File: src/rtl/sopc_pkg.sv
`timescale 1ns / 1ps
// ----------------------------------------------------------------------------
// sopc_pkg - shared types and constants for the seed-on-path check
// Position width, edit codes, register indexes and the configuration view
// passed from the register file to the path walker.
// ----------------------------------------------------------------------------
package sopc_pkg;

    // Width of the tracked sequence positions (wraps modulo 2^POS_BITS)
    localparam int POS_BITS = 32;

    // Widths fixed by the interface
    localparam int COORD_BITS = 31;
    localparam int SLEN_BITS  = 16;
    localparam int RUN_BITS   = 30;
    localparam int KIND_BITS  = 2;

    // Wide enough to hold a coordinate or a position without loss
    localparam int EXT_BITS = (POS_BITS > COORD_BITS) ? POS_BITS : COORD_BITS;
    // Signed compare width for position + run against seed coordinates
    localparam int CMP_BITS = ((POS_BITS > COORD_BITS + 1) ? POS_BITS : COORD_BITS + 1) + 2;

    // Register file
    localparam int NUM_REGS = 7;
    localparam int IDX_BITS = 3;

    typedef enum logic [IDX_BITS-1:0] {
        REG_SEED_FIRST_START  = 3'd0,
        REG_SEED_SECOND_START = 3'd1,
        REG_SEED_LENGTH       = 3'd2,
        REG_ALIGN_FIRST_BEGIN = 3'd3,
        REG_ALIGN_FIRST_END   = 3'd4,
        REG_ALIGN_SECOND_BEGIN = 3'd5,
        REG_ALIGN_SECOND_END  = 3'd6
    } reg_idx_t;

    typedef enum logic [KIND_BITS-1:0] {
        EDIT_NONE = 2'd0,
        EDIT_INS  = 2'd1,
        EDIT_DEL  = 2'd2,
        EDIT_REP  = 2'd3
    } edit_kind_t;

    typedef logic [POS_BITS-1:0] pos_t;

    // Values derived from the registers, as seen by the path walker
    typedef struct packed {
        pos_t                  first_load;   // align_first_begin - 1
        pos_t                  second_load;  // align_second_begin - 1
        pos_t                  seed_diag;    // seed first - seed second
        logic [COORD_BITS-1:0] seed_first;   // seed start, first sequence
        logic [COORD_BITS:0]   seed_end;     // seed start + length
        logic                  bounds_ok;    // seed within alignment bounds
    } cfg_view_t;

    // Coordinate (zero-extended) to position width
    function automatic pos_t to_pos(input logic [COORD_BITS-1:0] v);
        logic [EXT_BITS-1:0] e;
        e = EXT_BITS'(v);
        return e[POS_BITS-1:0];
    endfunction

endpackage

File: src/rtl/seed_on_alignment_path_check_top.sv
`timescale 1ns / 1ps
// ----------------------------------------------------------------------------
// seed_on_alignment_path_check_top - seed-on-alignment-path check
// Walks an alignment edit script beat by beat and reports on the last beat
// whether a replace run covers the configured seed.
// ----------------------------------------------------------------------------
// Result: a last beat moves from the input beat register into the result
// register, which raises m_tvalid and holds the answer until it is taken.
// Throughput: one beat per cycle, set by the single registered update of the
// two positions; a blocked result holds the input only while a last beat waits.
// Reset: synchronous active-low aresetn clears the beat, script and result
// state and sets all configuration registers to zero; no clearing pass.
// ----------------------------------------------------------------------------
module seed_on_alignment_path_check_top (
    input  logic                                aclk,
    input  logic                                aresetn,
    // configuration
    input  logic                                cfg_we,
    input  logic [sopc_pkg::IDX_BITS-1:0]       cfg_index,
    input  logic [sopc_pkg::COORD_BITS-1:0]     cfg_wdata,
    // edit operations
    input  logic                                s_tvalid,
    output logic                                s_tready,
    input  logic [31:0]                         s_tdata,  // [1:0] edit_kind, [31:2] run_length
    input  logic                                s_tlast,  // last_op
    // answers
    output logic                                m_tvalid,
    input  logic                                m_tready,
    output logic [7:0]                          m_tdata   // [0] seed_inside, rest zero
);

    sopc_pkg::cfg_view_t cfg_view;
    logic                m_inside;

    sopc_cfg_regs u_cfg (
        .aclk      (aclk),
        .aresetn   (aresetn),
        .cfg_we    (cfg_we),
        .cfg_index (cfg_index),
        .cfg_wdata (cfg_wdata),
        .cfg_view  (cfg_view)
    );

    sopc_path_walk u_walk (
        .aclk     (aclk),
        .aresetn  (aresetn),
        .cfg_view (cfg_view),
        .s_tvalid (s_tvalid),
        .s_tready (s_tready),
        .s_kind   (sopc_pkg::edit_kind_t'(s_tdata[1:0])),
        .s_run    (s_tdata[31:2]),
        .s_last   (s_tlast),
        .m_tvalid (m_tvalid),
        .m_tready (m_tready),
        .m_inside (m_inside)
    );

    assign m_tdata = {7'b0, m_inside};

endmodule

File: src/rtl/sopc_cfg_regs.sv
`timescale 1ns / 1ps
// ----------------------------------------------------------------------------
// sopc_cfg_regs - configuration register file
// Holds the seed and alignment bounds and derives the diagonal, load
// values and the bounds pre-check for the path walker.
// ----------------------------------------------------------------------------
module sopc_cfg_regs (
    input  logic                                aclk,
    input  logic                                aresetn,
    input  logic                                cfg_we,
    input  logic [sopc_pkg::IDX_BITS-1:0]       cfg_index,
    input  logic [sopc_pkg::COORD_BITS-1:0]     cfg_wdata,
    output sopc_pkg::cfg_view_t                 cfg_view
);

    logic [sopc_pkg::COORD_BITS-1:0] seed_first_reg;
    logic [sopc_pkg::COORD_BITS-1:0] seed_second_reg;
    logic [sopc_pkg::SLEN_BITS-1:0]  seed_len_reg;
    logic [sopc_pkg::COORD_BITS-1:0] af_begin_reg;
    logic [sopc_pkg::COORD_BITS-1:0] af_end_reg;
    logic [sopc_pkg::COORD_BITS-1:0] as_begin_reg;
    logic [sopc_pkg::COORD_BITS-1:0] as_end_reg;

    logic [sopc_pkg::COORD_BITS:0] seed_first_end;
    logic [sopc_pkg::COORD_BITS:0] seed_second_end;
    logic [sopc_pkg::COORD_BITS:0] af_end_p1;
    logic [sopc_pkg::COORD_BITS:0] as_end_p1;

    // Register writes; indexes past the list are ignored
    always_ff @(posedge aclk) begin
        if (!aresetn) begin
            seed_first_reg  <= '0;
            seed_second_reg <= '0;
            seed_len_reg    <= '0;
            af_begin_reg    <= '0;
            af_end_reg      <= '0;
            as_begin_reg    <= '0;
            as_end_reg      <= '0;
        end else if (cfg_we) begin
            case (cfg_index)
                sopc_pkg::REG_SEED_FIRST_START:   seed_first_reg  <= cfg_wdata;
                sopc_pkg::REG_SEED_SECOND_START:  seed_second_reg <= cfg_wdata;
                sopc_pkg::REG_SEED_LENGTH:
                    seed_len_reg <= cfg_wdata[sopc_pkg::SLEN_BITS-1:0];
                sopc_pkg::REG_ALIGN_FIRST_BEGIN:  af_begin_reg    <= cfg_wdata;
                sopc_pkg::REG_ALIGN_FIRST_END:    af_end_reg      <= cfg_wdata;
                sopc_pkg::REG_ALIGN_SECOND_BEGIN: as_begin_reg    <= cfg_wdata;
                sopc_pkg::REG_ALIGN_SECOND_END:   as_end_reg      <= cfg_wdata;
                default: ;
            endcase
        end
    end

    // Seed end (exclusive) in each sequence, and alignment end + 1
    assign seed_first_end  = {1'b0, seed_first_reg} +
                             (sopc_pkg::COORD_BITS + 1)'(seed_len_reg);
    assign seed_second_end = {1'b0, seed_second_reg} +
                             (sopc_pkg::COORD_BITS + 1)'(seed_len_reg);
    assign af_end_p1 = {1'b0, af_end_reg} + (sopc_pkg::COORD_BITS + 1)'(1);
    assign as_end_p1 = {1'b0, as_end_reg} + (sopc_pkg::COORD_BITS + 1)'(1);

    // Derived view; end >= start + len - 1 is checked as end + 1 >= start + len
    always_comb begin
        cfg_view.first_load  = sopc_pkg::to_pos(af_begin_reg) - sopc_pkg::pos_t'(1);
        cfg_view.second_load = sopc_pkg::to_pos(as_begin_reg) - sopc_pkg::pos_t'(1);
        cfg_view.seed_diag   = sopc_pkg::to_pos(seed_first_reg) -
                               sopc_pkg::to_pos(seed_second_reg);
        cfg_view.seed_first  = seed_first_reg;
        cfg_view.seed_end    = seed_first_end;
        cfg_view.bounds_ok   = (af_begin_reg <= seed_first_reg) &&
                               (af_end_p1 >= seed_first_end) &&
                               (as_begin_reg <= seed_second_reg) &&
                               (as_end_p1 >= seed_second_end);
    end

endmodule

File: src/rtl/sopc_path_walk.sv
`timescale 1ns / 1ps
// ----------------------------------------------------------------------------
// sopc_path_walk - edit script walker
// Input beat register, position tracking with the replace-run coverage test,
// and the result register that carries the answer of each script.
// ----------------------------------------------------------------------------
module sopc_path_walk (
    input  logic                              aclk,
    input  logic                              aresetn,
    input  sopc_pkg::cfg_view_t               cfg_view,
    input  logic                              s_tvalid,
    output logic                              s_tready,
    input  sopc_pkg::edit_kind_t              s_kind,
    input  logic [sopc_pkg::RUN_BITS-1:0]     s_run,
    input  logic                              s_last,
    output logic                              m_tvalid,
    input  logic                              m_tready,
    output logic                              m_inside
);

    // Input beat register
    logic                          in_valid_reg;
    sopc_pkg::edit_kind_t          in_kind_reg;
    logic [sopc_pkg::RUN_BITS-1:0] in_run_reg;
    logic                          in_last_reg;

    // Walk state
    sopc_pkg::pos_t first_pos_reg,  first_pos_next;
    sopc_pkg::pos_t second_pos_reg, second_pos_next;
    logic           hit_reg,        hit_next;
    logic           in_script_reg;

    // Result register
    logic out_valid_reg;
    logic out_inside_reg;

    logic           step_ok;
    logic           step;
    sopc_pkg::pos_t cur_first;
    sopc_pkg::pos_t cur_second;
    logic           cur_hit;
    sopc_pkg::pos_t run_pos;
    logic signed [sopc_pkg::CMP_BITS-1:0] p_ext;
    logic signed [sopc_pkg::CMP_BITS-1:0] p_plus_run;
    logic signed [sopc_pkg::CMP_BITS-1:0] p_plus_one;
    logic signed [sopc_pkg::CMP_BITS-1:0] s1_ext;
    logic signed [sopc_pkg::CMP_BITS-1:0] send_ext;
    logic           covers;

    // A held beat moves on unless it is a last beat blocked by a full result
    assign step_ok  = !in_last_reg || !out_valid_reg || m_tready;
    assign step     = in_valid_reg && step_ok;
    assign s_tready = !in_valid_reg || step_ok;

    always_ff @(posedge aclk) begin
        if (!aresetn) begin
            in_valid_reg <= 1'b0;
        end else if (s_tready) begin
            in_valid_reg <= s_tvalid;
        end
    end

    always_ff @(posedge aclk) begin
        if (s_tready && s_tvalid) begin
            in_kind_reg <= s_kind;
            in_run_reg  <= s_run;
            in_last_reg <= s_last;
        end
    end

    // Positions at the start of this beat; first beat of a script loads them
    always_comb begin
        cur_first  = in_script_reg ? first_pos_reg  : cfg_view.first_load;
        cur_second = in_script_reg ? second_pos_reg : cfg_view.second_load;
        cur_hit    = in_script_reg && hit_reg;
        run_pos    = sopc_pkg::to_pos({1'b0, in_run_reg});
    end

    // Coverage: on the seed diagonal, non-empty, and overlapping the seed
    always_comb begin
        p_ext      = sopc_pkg::CMP_BITS'($signed(cur_first));
        p_plus_run = p_ext + $signed(sopc_pkg::CMP_BITS'(in_run_reg));
        p_plus_one = p_ext + sopc_pkg::CMP_BITS'(1);
        s1_ext     = $signed(sopc_pkg::CMP_BITS'(cfg_view.seed_first));
        send_ext   = $signed(sopc_pkg::CMP_BITS'(cfg_view.seed_end));
        covers     = ((cur_first - cur_second) == cfg_view.seed_diag) &&
                     (in_run_reg != '0) &&
                     (p_plus_run >= s1_ext) && (p_plus_one < send_ext);
    end

    // Next positions and hit
    always_comb begin
        first_pos_next  = cur_first;
        second_pos_next = cur_second;
        hit_next        = cur_hit;
        unique case (in_kind_reg)
            sopc_pkg::EDIT_REP: begin
                hit_next        = cur_hit || covers;
                first_pos_next  = cur_first + run_pos;
                second_pos_next = cur_second + run_pos;
            end
            sopc_pkg::EDIT_DEL: first_pos_next  = cur_first + run_pos;
            sopc_pkg::EDIT_INS: second_pos_next = cur_second + run_pos;
            sopc_pkg::EDIT_NONE: ;
            default: ;
        endcase
    end

    always_ff @(posedge aclk) begin
        if (!aresetn) begin
            first_pos_reg  <= '0;
            second_pos_reg <= '0;
            hit_reg        <= 1'b0;
            in_script_reg  <= 1'b0;
        end else if (step) begin
            first_pos_reg  <= first_pos_next;
            second_pos_reg <= second_pos_next;
            hit_reg        <= hit_next;
            in_script_reg  <= !in_last_reg;
        end
    end

    // Result register: loaded on the last beat of a script
    always_ff @(posedge aclk) begin
        if (!aresetn) begin
            out_valid_reg <= 1'b0;
        end else if (step && in_last_reg) begin
            out_valid_reg <= 1'b1;
        end else if (m_tready) begin
            out_valid_reg <= 1'b0;
        end
    end

    always_ff @(posedge aclk) begin
        if (step && in_last_reg) begin
            out_inside_reg <= hit_next && cfg_view.bounds_ok;
        end
    end

    assign m_tvalid = out_valid_reg;
    assign m_inside = out_inside_reg;

    // A fresh result follows only a last beat
    a_result_from_last: assert property (@(posedge aclk) disable iff (!aresetn)
        $rose(out_valid_reg) |-> $past(step && in_last_reg))
        else $error("result without a last beat");

    // A last beat closes the script, any other keeps it open
    a_script_close: assert property (@(posedge aclk) disable iff (!aresetn)
        step |=> (in_script_reg == !$past(in_last_reg)))
        else $error("script state not tracking last beats");

    // A held beat that cannot move stays held
    a_beat_kept: assert property (@(posedge aclk) disable iff (!aresetn)
        in_valid_reg && !step_ok |=> in_valid_reg)
        else $error("input beat dropped");

    // A positive answer needs the bounds check to pass
    a_bounds: assert property (@(posedge aclk) disable iff (!aresetn)
        step && in_last_reg && !cfg_view.bounds_ok |=> !out_inside_reg)
        else $error("answer set with failing bounds");

endmodule

File: config.mk
export PLATFORM = sky130hd
export DESIGN_NAME = seed_on_alignment_path_check_top
export DESIGN_NICKNAME = d
export VERILOG_FILES = /design/src/rtl/sopc_pkg.sv /design/src/rtl/seed_on_alignment_path_check_top.sv /design/src/rtl/sopc_cfg_regs.sv /design/src/rtl/sopc_path_walk.sv
export SDC_FILE = /design/constraint.sdc
export NUM_CORES = 1
export LEC_CHECK = 0
export CAP_MARGIN = 10
export CORE_MARGIN = 1.5
export CORE_UTILIZATION = 55
export CTS_CLUSTER_SIZE = 14
export DETAILED_ROUTE_END_ITERATION = 10
export DONT_BUFFER_PORTS = 1
export PLACE_DENSITY = 0.73
export SETUP_SLACK_MARGIN = 0.4
export SLEW_MARGIN = 0
export SYNTH_ARGS = -nofsm -noshare
export SYNTH_HDL_FRONTEND = slang
export SYNTH_SLANG_ARGS = --single-unit
File: constraint.sdc
create_clock -name aclk -period 5.68 [get_ports aclk]
set_clock_uncertainty 0.15 [all_clocks]
set_input_delay 0.284 -clock aclk [delete_from_list [all_inputs] [get_ports aclk]]
set_output_delay 0.284 -clock aclk [all_outputs]
set_load 0.1 [all_outputs]
==> impl_metrics.py, run 1 <==
metrics = {
    "timing": {
        "clock.fmax_mhz": 160,
        "min_period_ps": 6260,
        "finalHoldViolCount": 3,
        "worst_pin_slew_ps": 1320,
        "rsz0062_at_grt": "true",
        "hold_ws_ps": -59.1,
        "fin_crit_sh_pct": 110,
        "slew_viol_final": 0,
        "relSlewSlack_pct": 10.9,
        "fin_setup_tns_ps": -978,
        "setup_slack_ps": -578,
        "setup_violations": 2,
    },
    "yosys": {
        "synth-edff-count": 34,
        "syn_avg_cell_area_um2": 7.68,
        "netlist_area_mm2": 0.0271,
        "seq_area_frac_synth_pct": 23.7,
        "syn_inst": 3523,
        "synth_adder_area_share_pct": 16.5,
        "synth_xor_xnor_area_share_pct": 10.3,
        "synth.distinct_cells": 92,
        "synthFlopType": "dfxtp_1",
        "synth-async-reset-ratio_pct": 0,
        "synth_top_family_by_area": "simple AND/OR/NAND/NOR gates",
        "synth_mux_area_share_pct": 1.30,
        "ys_warn_count": 0,
        "synth_simple_gate_area_share_pct": 22.1,
        "synth_compound_gate_area_share_pct": 21.7,
        "ys_seq_elements": 304,
    },
    "floorplan": {
        "io_pins": 82,
        "die-area_mm2": 0.0506,
        "fp.coreArea_mm2": 0.0487,
        "start_util_pct": 55.5,
        "row_count": 81,
        "fp.dieW_um": 225,
        "die_height_um": 225,
    },
    "run_status": {
        "outcome": "complete, but fails checks",
        "violations": "negative hold slack, negative setup slack",
    },
    "detailed_routing": {
        "routed_via_density": 6.06,
        "wirelength_mm": 98.5,
        "first_pass_iters": 6,
        "vias": 28100,
        "drt_iter0_drc": 2711,
        "drc": 0,
        "antenna_left": 0,
        "wl_per_cell_um": 21.2,
    },
    "worst_setup_path": {
        "crit_arrival_ps": 6490,
        "path_max_fanout": 5,
        "cp-start-kind": "flop",
        "r2r_cells": 26,
        "path_class": "reg2reg",
        "cp.required_ps": 5910,
        "end_kind": "flop",
    },
    "cells_and_area": {
        "fillers": 3930,
        "finalNetCount": 4372,
        "fin_util_pct": 68.9,
        "drive_gt1_share_pct": 17.5,
        "synthToLayoutAreaGrowth_pct": 24.1,
        "final_cell_count_no_fill": 4640,
    },
    "cts": {
        "clkTransAtPathRegs_ps": 60,
        "cts_tree": "yes",
        "clockRootBuffer": "clkbuf_16",
        "numCtsBuffers": 39,
        "ctsLongestPathBuffers": 3,
        "htree_levels": 2,
        "clkLatencyLatePin_ps": 590,
        "clock-sinks": 304,
    },
    "placed_design": {
        "place_congestion": 0.998,
        "port_buffers": 0,
        "placedCellCount": 4488,
        "post-place-ws_ps": -727,
        "dp_hpwl_mm": 77.0,
    },
    "global_routing": {
        "grt_overflow_total": 0,
        "grt_pass1_wl_mm": 150,
        "track_usage_pct": 38.3,
        "grt_max_degree": 168,
        "antenna_found_initial": 5,
        "grt_pass1_vias": 27100,
    },
    "worst_hold_path": {
        "hp-class": "in2reg",
        "hold_depth": 2,
    },
    "power_and_ir_drop": {
        "p_leak_uw": 0.0141,
        "p_per_area_mw_per_mm2": 306,
        "vdd_ir_drop_max_mv": 0.245,
    },
    "job": {
        "cap_violations": 0,
    },
}
[worst max-delay path, stage by stage, from the launching register on]
cell and delay [ps]:
dfxtp_2 350, nor4_4 370, buf_4 210, buf_4 110, nand4_1 270, nor2_1 280
xnor2_1 150, o21ai_1 140, ha_1 380, nand3_1 100, or2_2 320, o21ai_2 210
a41o_1 220, nand3_1 90, and2_1 190, xnor2_1 130, ha_1 310, and3_1 160
nand3_1 90, nor4_2 280, a221o_1 330, o41ai_2 80, nor4_1 280, nand4_1 170
nor4_2 220, nand3_1 140, a2111oi_2 310
[where the power goes]
part,internal (uW),switching [uW],total (uW)
logic,2490,2940,5430
clock network,1420,1060,2480
registers,2260,94.1,2360
[timing repair]
action                                  CTS  global route
hold buffers                             69             0
setup buffers                             6             4
hold endpoints to repair                255             0
resized for setup                        63            57
pin swaps                                37            12
endpoints found under the setup margin    9            10
[synthesized netlist by cell type, types with 7 or more instances]
master | number | area share [%]
nand2_1 | 581 | 8.1
a21oi_1 | 401 | 7.4
ha_1 | 348 | 16
dfxtp_1 | 270 | 20
xnor2_1 | 237 | 7.7
nor2_1 | 219 | 3.0
inv_1 | 160 | 2.2
o21ai_0 | 145 | 2.7
clkbuf_1 | 117 | 1.6
a21o_1 | 95 | 2.6
nand3_1 | 82 | 1.5
xor2_1 | 82 | 2.7
nand4_1 | 74 | 1.7
nor3_1 | 61 | 1.1
a211oi_1 | 54 | 1.5
nand2b_1 | 44 | 1.0
nor4_1 | 41 | 0.95
nor2b_1 | 35 | 0.81
edfxtp_1 | 34 | 3.8
mux2i_1 | 33 | 1.2
o21a_1 | 33 | 0.92
and3_1 | 31 | 0.72
o211ai_1 | 23 | 0.64
a31oi_1 | 22 | 0.51
or3_1 | 20 | 0.46
o21bai_1 | 19 | 0.53
o31ai_1 | 17 | 0.47
and2_1 | 16 | 0.37
o21ai_1 | 15 | 0.28
or4_1 | 11 | 0.31
or2_2 | 10 | 0.23
a22oi_1 | 9 | 0.25
a31o_2 | 9 | 0.29
and4_1 | 9 | 0.29
nor3b_1 | 9 | 0.25
a221oi_1 | 8 | 0.26
buf_4 | 8 | 0.22
o31a_1 | 8 | 0.26
o41ai_1 | 7 | 0.23
[cell families (layout without fill, tap and decap cells)]
group                      after synthesis  in the layout
other                                    1              9
DFF                                    304            304
muxes                                   35             35
xor gates and xnor gates               319            319
buffers and inverters                  297            742
adders and majority gates              354            354
AOI/OAI and AO/OA                      944            944
and+or+nand+nor                       1269           1269
[path summary, 6_finish.rpt]
| check | startpoint | endpoint | slack (ps) |
|---|---|---|---|
| worst max-delay path | u_cfg.af_begin_reg[2] | u_walk.m_inside | -580 |
| worst min-delay path | aresetn | u_walk.second_pos_reg[24] | -60 |
| worst min register to register | u_cfg.seed_second_reg[17] | u_cfg.seed_second_reg[17] | 310 |
| worst max register to register | u_cfg.af_begin_reg[2] | u_walk.m_inside | -580 |
[cell usage in the layout, fill, tap and decap left out, types with 17 or more instances in the layout]
cell type,synthesis,layout
nand3_1,82,80
nand4_1,74,74
mux2i_1,33,33
or3_1,20,18
o21ai_0,145,132
dfxtp_1,270,262
inv_1,160,155
o211ai_1,23,23
nor2b_1,35,34
o21ai_1,15,19
nor3_1,61,56
clkbuf_16,0,39
a21oi_1,401,382
xnor2_1,237,230
dlygate4sd3_1,0,69
xor2_1,82,78
and3_1,31,28
o21a_1,33,33
o21bai_1,19,17
a21o_1,95,95
nor4_1,41,29
ha_1,348,332
nand2_1,581,578
nor2_1,219,213
edfxtp_1,34,34
a211oi_1,54,51
nand2b_1,44,44
buf_4,8,434
[through the flow]
step | power, uW | cell area, um^2
after floorplan | 5550 | 27400
after global placement | 7290 | 30900
after detailed placement | 7390 | 30900
after CTS | 10100 | 33300
after global routing | 10800 | 33600
final | 10300 | 33600
[layout make-up]
class                      count  area, um^2  share of cell area [%]
sequential                   304        6440                    19.2
multi-input combinational   2928       20400                    60.7
antenna                        2        5.00                  0.0149
clock inverter                22         209                   0.622
clock buffer                  47        1050                    3.11
timing repair buffer         510        4050                    12.0
tap                          664         831                    2.47
inverter                     163         619                    1.84
[layer usage]
layer | vias to the layer above | GRT usage (%) | part of all wire, %
met5 | - | 0 | 0.039
met4 | 6 | 12.0 | 3.1
met3 | 180 | 5.79 | 8.1
met2 | 1103 | 60.5 | 44
met1 | 13400 | 53.4 | 45
li1 | 13400 | - | -
(Power assumes the default switching activity.)
==> run 2: changes to the inputs <==
--- a/config.mk
+++ b/config.mk
@@ -6,13 +6,15 @@
 export NUM_CORES = 1
 export LEC_CHECK = 0
 export CAP_MARGIN = 10
+export CORE_ASPECT_RATIO = 1.1
 export CORE_MARGIN = 1.5
 export CORE_UTILIZATION = 55
 export CTS_CLUSTER_SIZE = 14
 export DETAILED_ROUTE_END_ITERATION = 10
 export DONT_BUFFER_PORTS = 1
-export PLACE_DENSITY = 0.73
+export PLACE_DENSITY_LB_ADDON = 0.25
 export SETUP_SLACK_MARGIN = 0.4
+export SKIP_LAST_GASP = 1
 export SLEW_MARGIN = 0
 export SYNTH_ARGS = -nofsm -noshare
 export SYNTH_HDL_FRONTEND = slang
==> impl_metrics.py, run 2 (synthesis gave the netlist of run 1 again) <==
metrics = {
    "worst_setup_path": {
        "reg2reg_slack_ps": -540,
        "r2r_end": "u_walk.m_inside",
        "slowest_delay_ps": 370,
        "path_class": "reg2reg",
        "cp.required_ps": 5880,
        "crit_arrival_ps": 6420,
        "r2r_cells": 30,
        "crit_buf_inv": 1,
        "critPathSlowestCell": "nor4_4",
        "path_max_fanout": 8,
        "end_kind": "flop",
        "cp-start-kind": "flop",
        "r2r-start": "u_cfg.af_begin_reg[2]",
        "path_delay_family": "compound AO/OA/AOI/OAI gates",
    },
    "cells_and_area": {
        "drive_gt1_share_pct": 18.0,
        "synthToLayoutAreaGrowth_pct": 24.7,
        "final_cell_mix": "578 x nand2_1, 462 x buf_4, 379 x a21oi_1",
        "multiInputGateArea_mm2": 0.0204,
        "layout_commonest_cell": "nand2_1",
        "design_area_mm2": 0.0337,
        "final_cell_count_no_fill": 4651,
        "fillers": 3960,
        "finalNetCount": 4396,
        "regArea_mm2": 0.00644,
    },
    "detailed_routing": {
        "wl_per_cell_um": 21.2,
        "wl_met1_mm": 43.4,
        "dr.max_layer_used": "met4",
        "wl_met2_mm": 44.0,
        "met3_length_mm": 7.64,
        "vias": 28100,
        "drt_iter0_drc": 2392,
        "drc": 0,
        "routed_via_density": 6.04,
        "wirelength_mm": 98.6,
        "first_pass_iters": 5,
        "antenna_left": 0,
    },
    "floorplan": {
        "die-area_mm2": 0.0506,
        "row_count": 85,
        "start_util_pct": 55.5,
        "io_pins": 82,
        "die_height_um": 236,
        "fp.coreArea_mm2": 0.0488,
        "fp.dieW_um": 215,
    },
    "power_and_ir_drop": {
        "p_per_area_mw_per_mm2": 307,
        "vdd_ir_drop_max_mv": 0.246,
        "p_leak_uw": 0.0142,
    },
    "cts": {
        "clkLatencyLatePin_ps": 580,
        "htree_levels": 2,
        "clockRootBuffer": "clkbuf_16",
        "clock-sinks": 304,
        "ctsLongestPathBuffers": 3,
        "clkTransAtPathRegs_ps": 60,
        "numCtsBuffers": 36,
        "cts_tree": "yes",
    },
    "timing": {
        "slew_viol_final": 0,
        "min_period_ps": 6220,
        "fin_crit_sh_pct": 109,
        "relSlewSlack_pct": 18.5,
        "hold_ws_ps": 36.1,
        "rsz0062_at_grt": "true",
        "clock.fmax_mhz": 161,
        "setup_violations": 2,
        "finalHoldViolCount": 0,
        "worst_pin_slew_ps": 1210,
        "setup_slack_ps": -536,
    },
    "global_routing": {
        "grt_pass1_wl_mm": 150,
        "track_usage_pct": 37.7,
        "grt_overflow_total": 0,
        "grt_max_degree": 111,
        "grt_pass1_vias": 27200,
        "antenna_found_initial": 3,
    },
    "placed_design": {
        "post-place-ws_ps": -668,
        "dp_hpwl_mm": 77.7,
        "port_buffers": 0,
        "place_congestion": 1.01,
        "placedCellCount": 4499,
        "placed_cell_area_mm2": 0.0311,
    },
    "worst_hold_path": {
        "whs_endpoint": "u_cfg.af_end_reg[17]",
        "hold_start": "cfg_index[2]",
        "hold_depth": 4,
        "hp-class": "in2reg",
    },
    "run_status": {
        "outcome": "complete, but fails checks",
        "violations": "negative setup slack",
    },
    "job": {
        "cap_violations": 0,
    },
}
-- run 2: metal layers --
layer	vias to the layer above	global-route usage (%)
met1	13300	50.8
met4	0	13.0
met5	-	0
met3	189	5.78
met2	1086	61.4
li1	13500	-
-- run 2: area by class of cell --
| type | instances | share of cell area (%) |
|---|---|---|
| multi-input cells | 2928 | 60.4 |
| flip-flops and latches | 304 | 19.1 |
| repair buffers | 537 | 12.6 |
| clock buffers | 49 | 2.99 |
| well taps | 652 | 2.42 |
| inverters | 163 | 1.84 |
| clock inverters | 16 | 0.704 |
| diodes | 2 | 0.0148 |
-- run 2: through the flow --
step,power (uW),setup TNS (ps),utilization (%)
2_1_floorplan,5550,-102,-
3_3_place_gp,7390,-873,63.7
5_1_grt,10900,-1610,69.1
3_5_place_dp,7470,-1210,63.7
4_1_cts,10200,-897,68.3
6_report,10400,-923,69.1
-- run 2: worst min-delay path, stage by stage --
cell and delay (ps):
nand2b_1 100, nor2_2 160, nand2_1 100, a21oi_1 50
-- run 2: what timing repair did --
item / in CTS / in global routing
hold endpoints to repair: 262 / 0
hold buffers: 69 / 0
gates resized for setup: 46 / 71
buffers inserted: 6 / 8
setup endpoints to repair: 9 / 11
pin swaps: 27 / 22
-- run 2: worst max path at each step --
stage                     startpoint               to  depth (start not counted)
3_5_place_dp   u_cfg.af_begin_reg[5]  u_walk.m_inside                         27
2_1_floorplan  u_cfg.af_begin_reg[2]  u_walk.m_inside                         28
4_1_cts        u_cfg.af_begin_reg[2]  u_walk.m_inside                         29
6_report       u_cfg.af_begin_reg[2]  u_walk.m_inside                         30
3_3_place_gp   u_cfg.af_begin_reg[5]  u_walk.m_inside                         29
5_1_grt        u_cfg.af_begin_reg[7]  u_walk.m_inside                         26
-- run 2: where the power goes --
part	switching [uW]	internal, uW
combinational	2950	2560
sequential	95.1	2260
clock	1010	1480
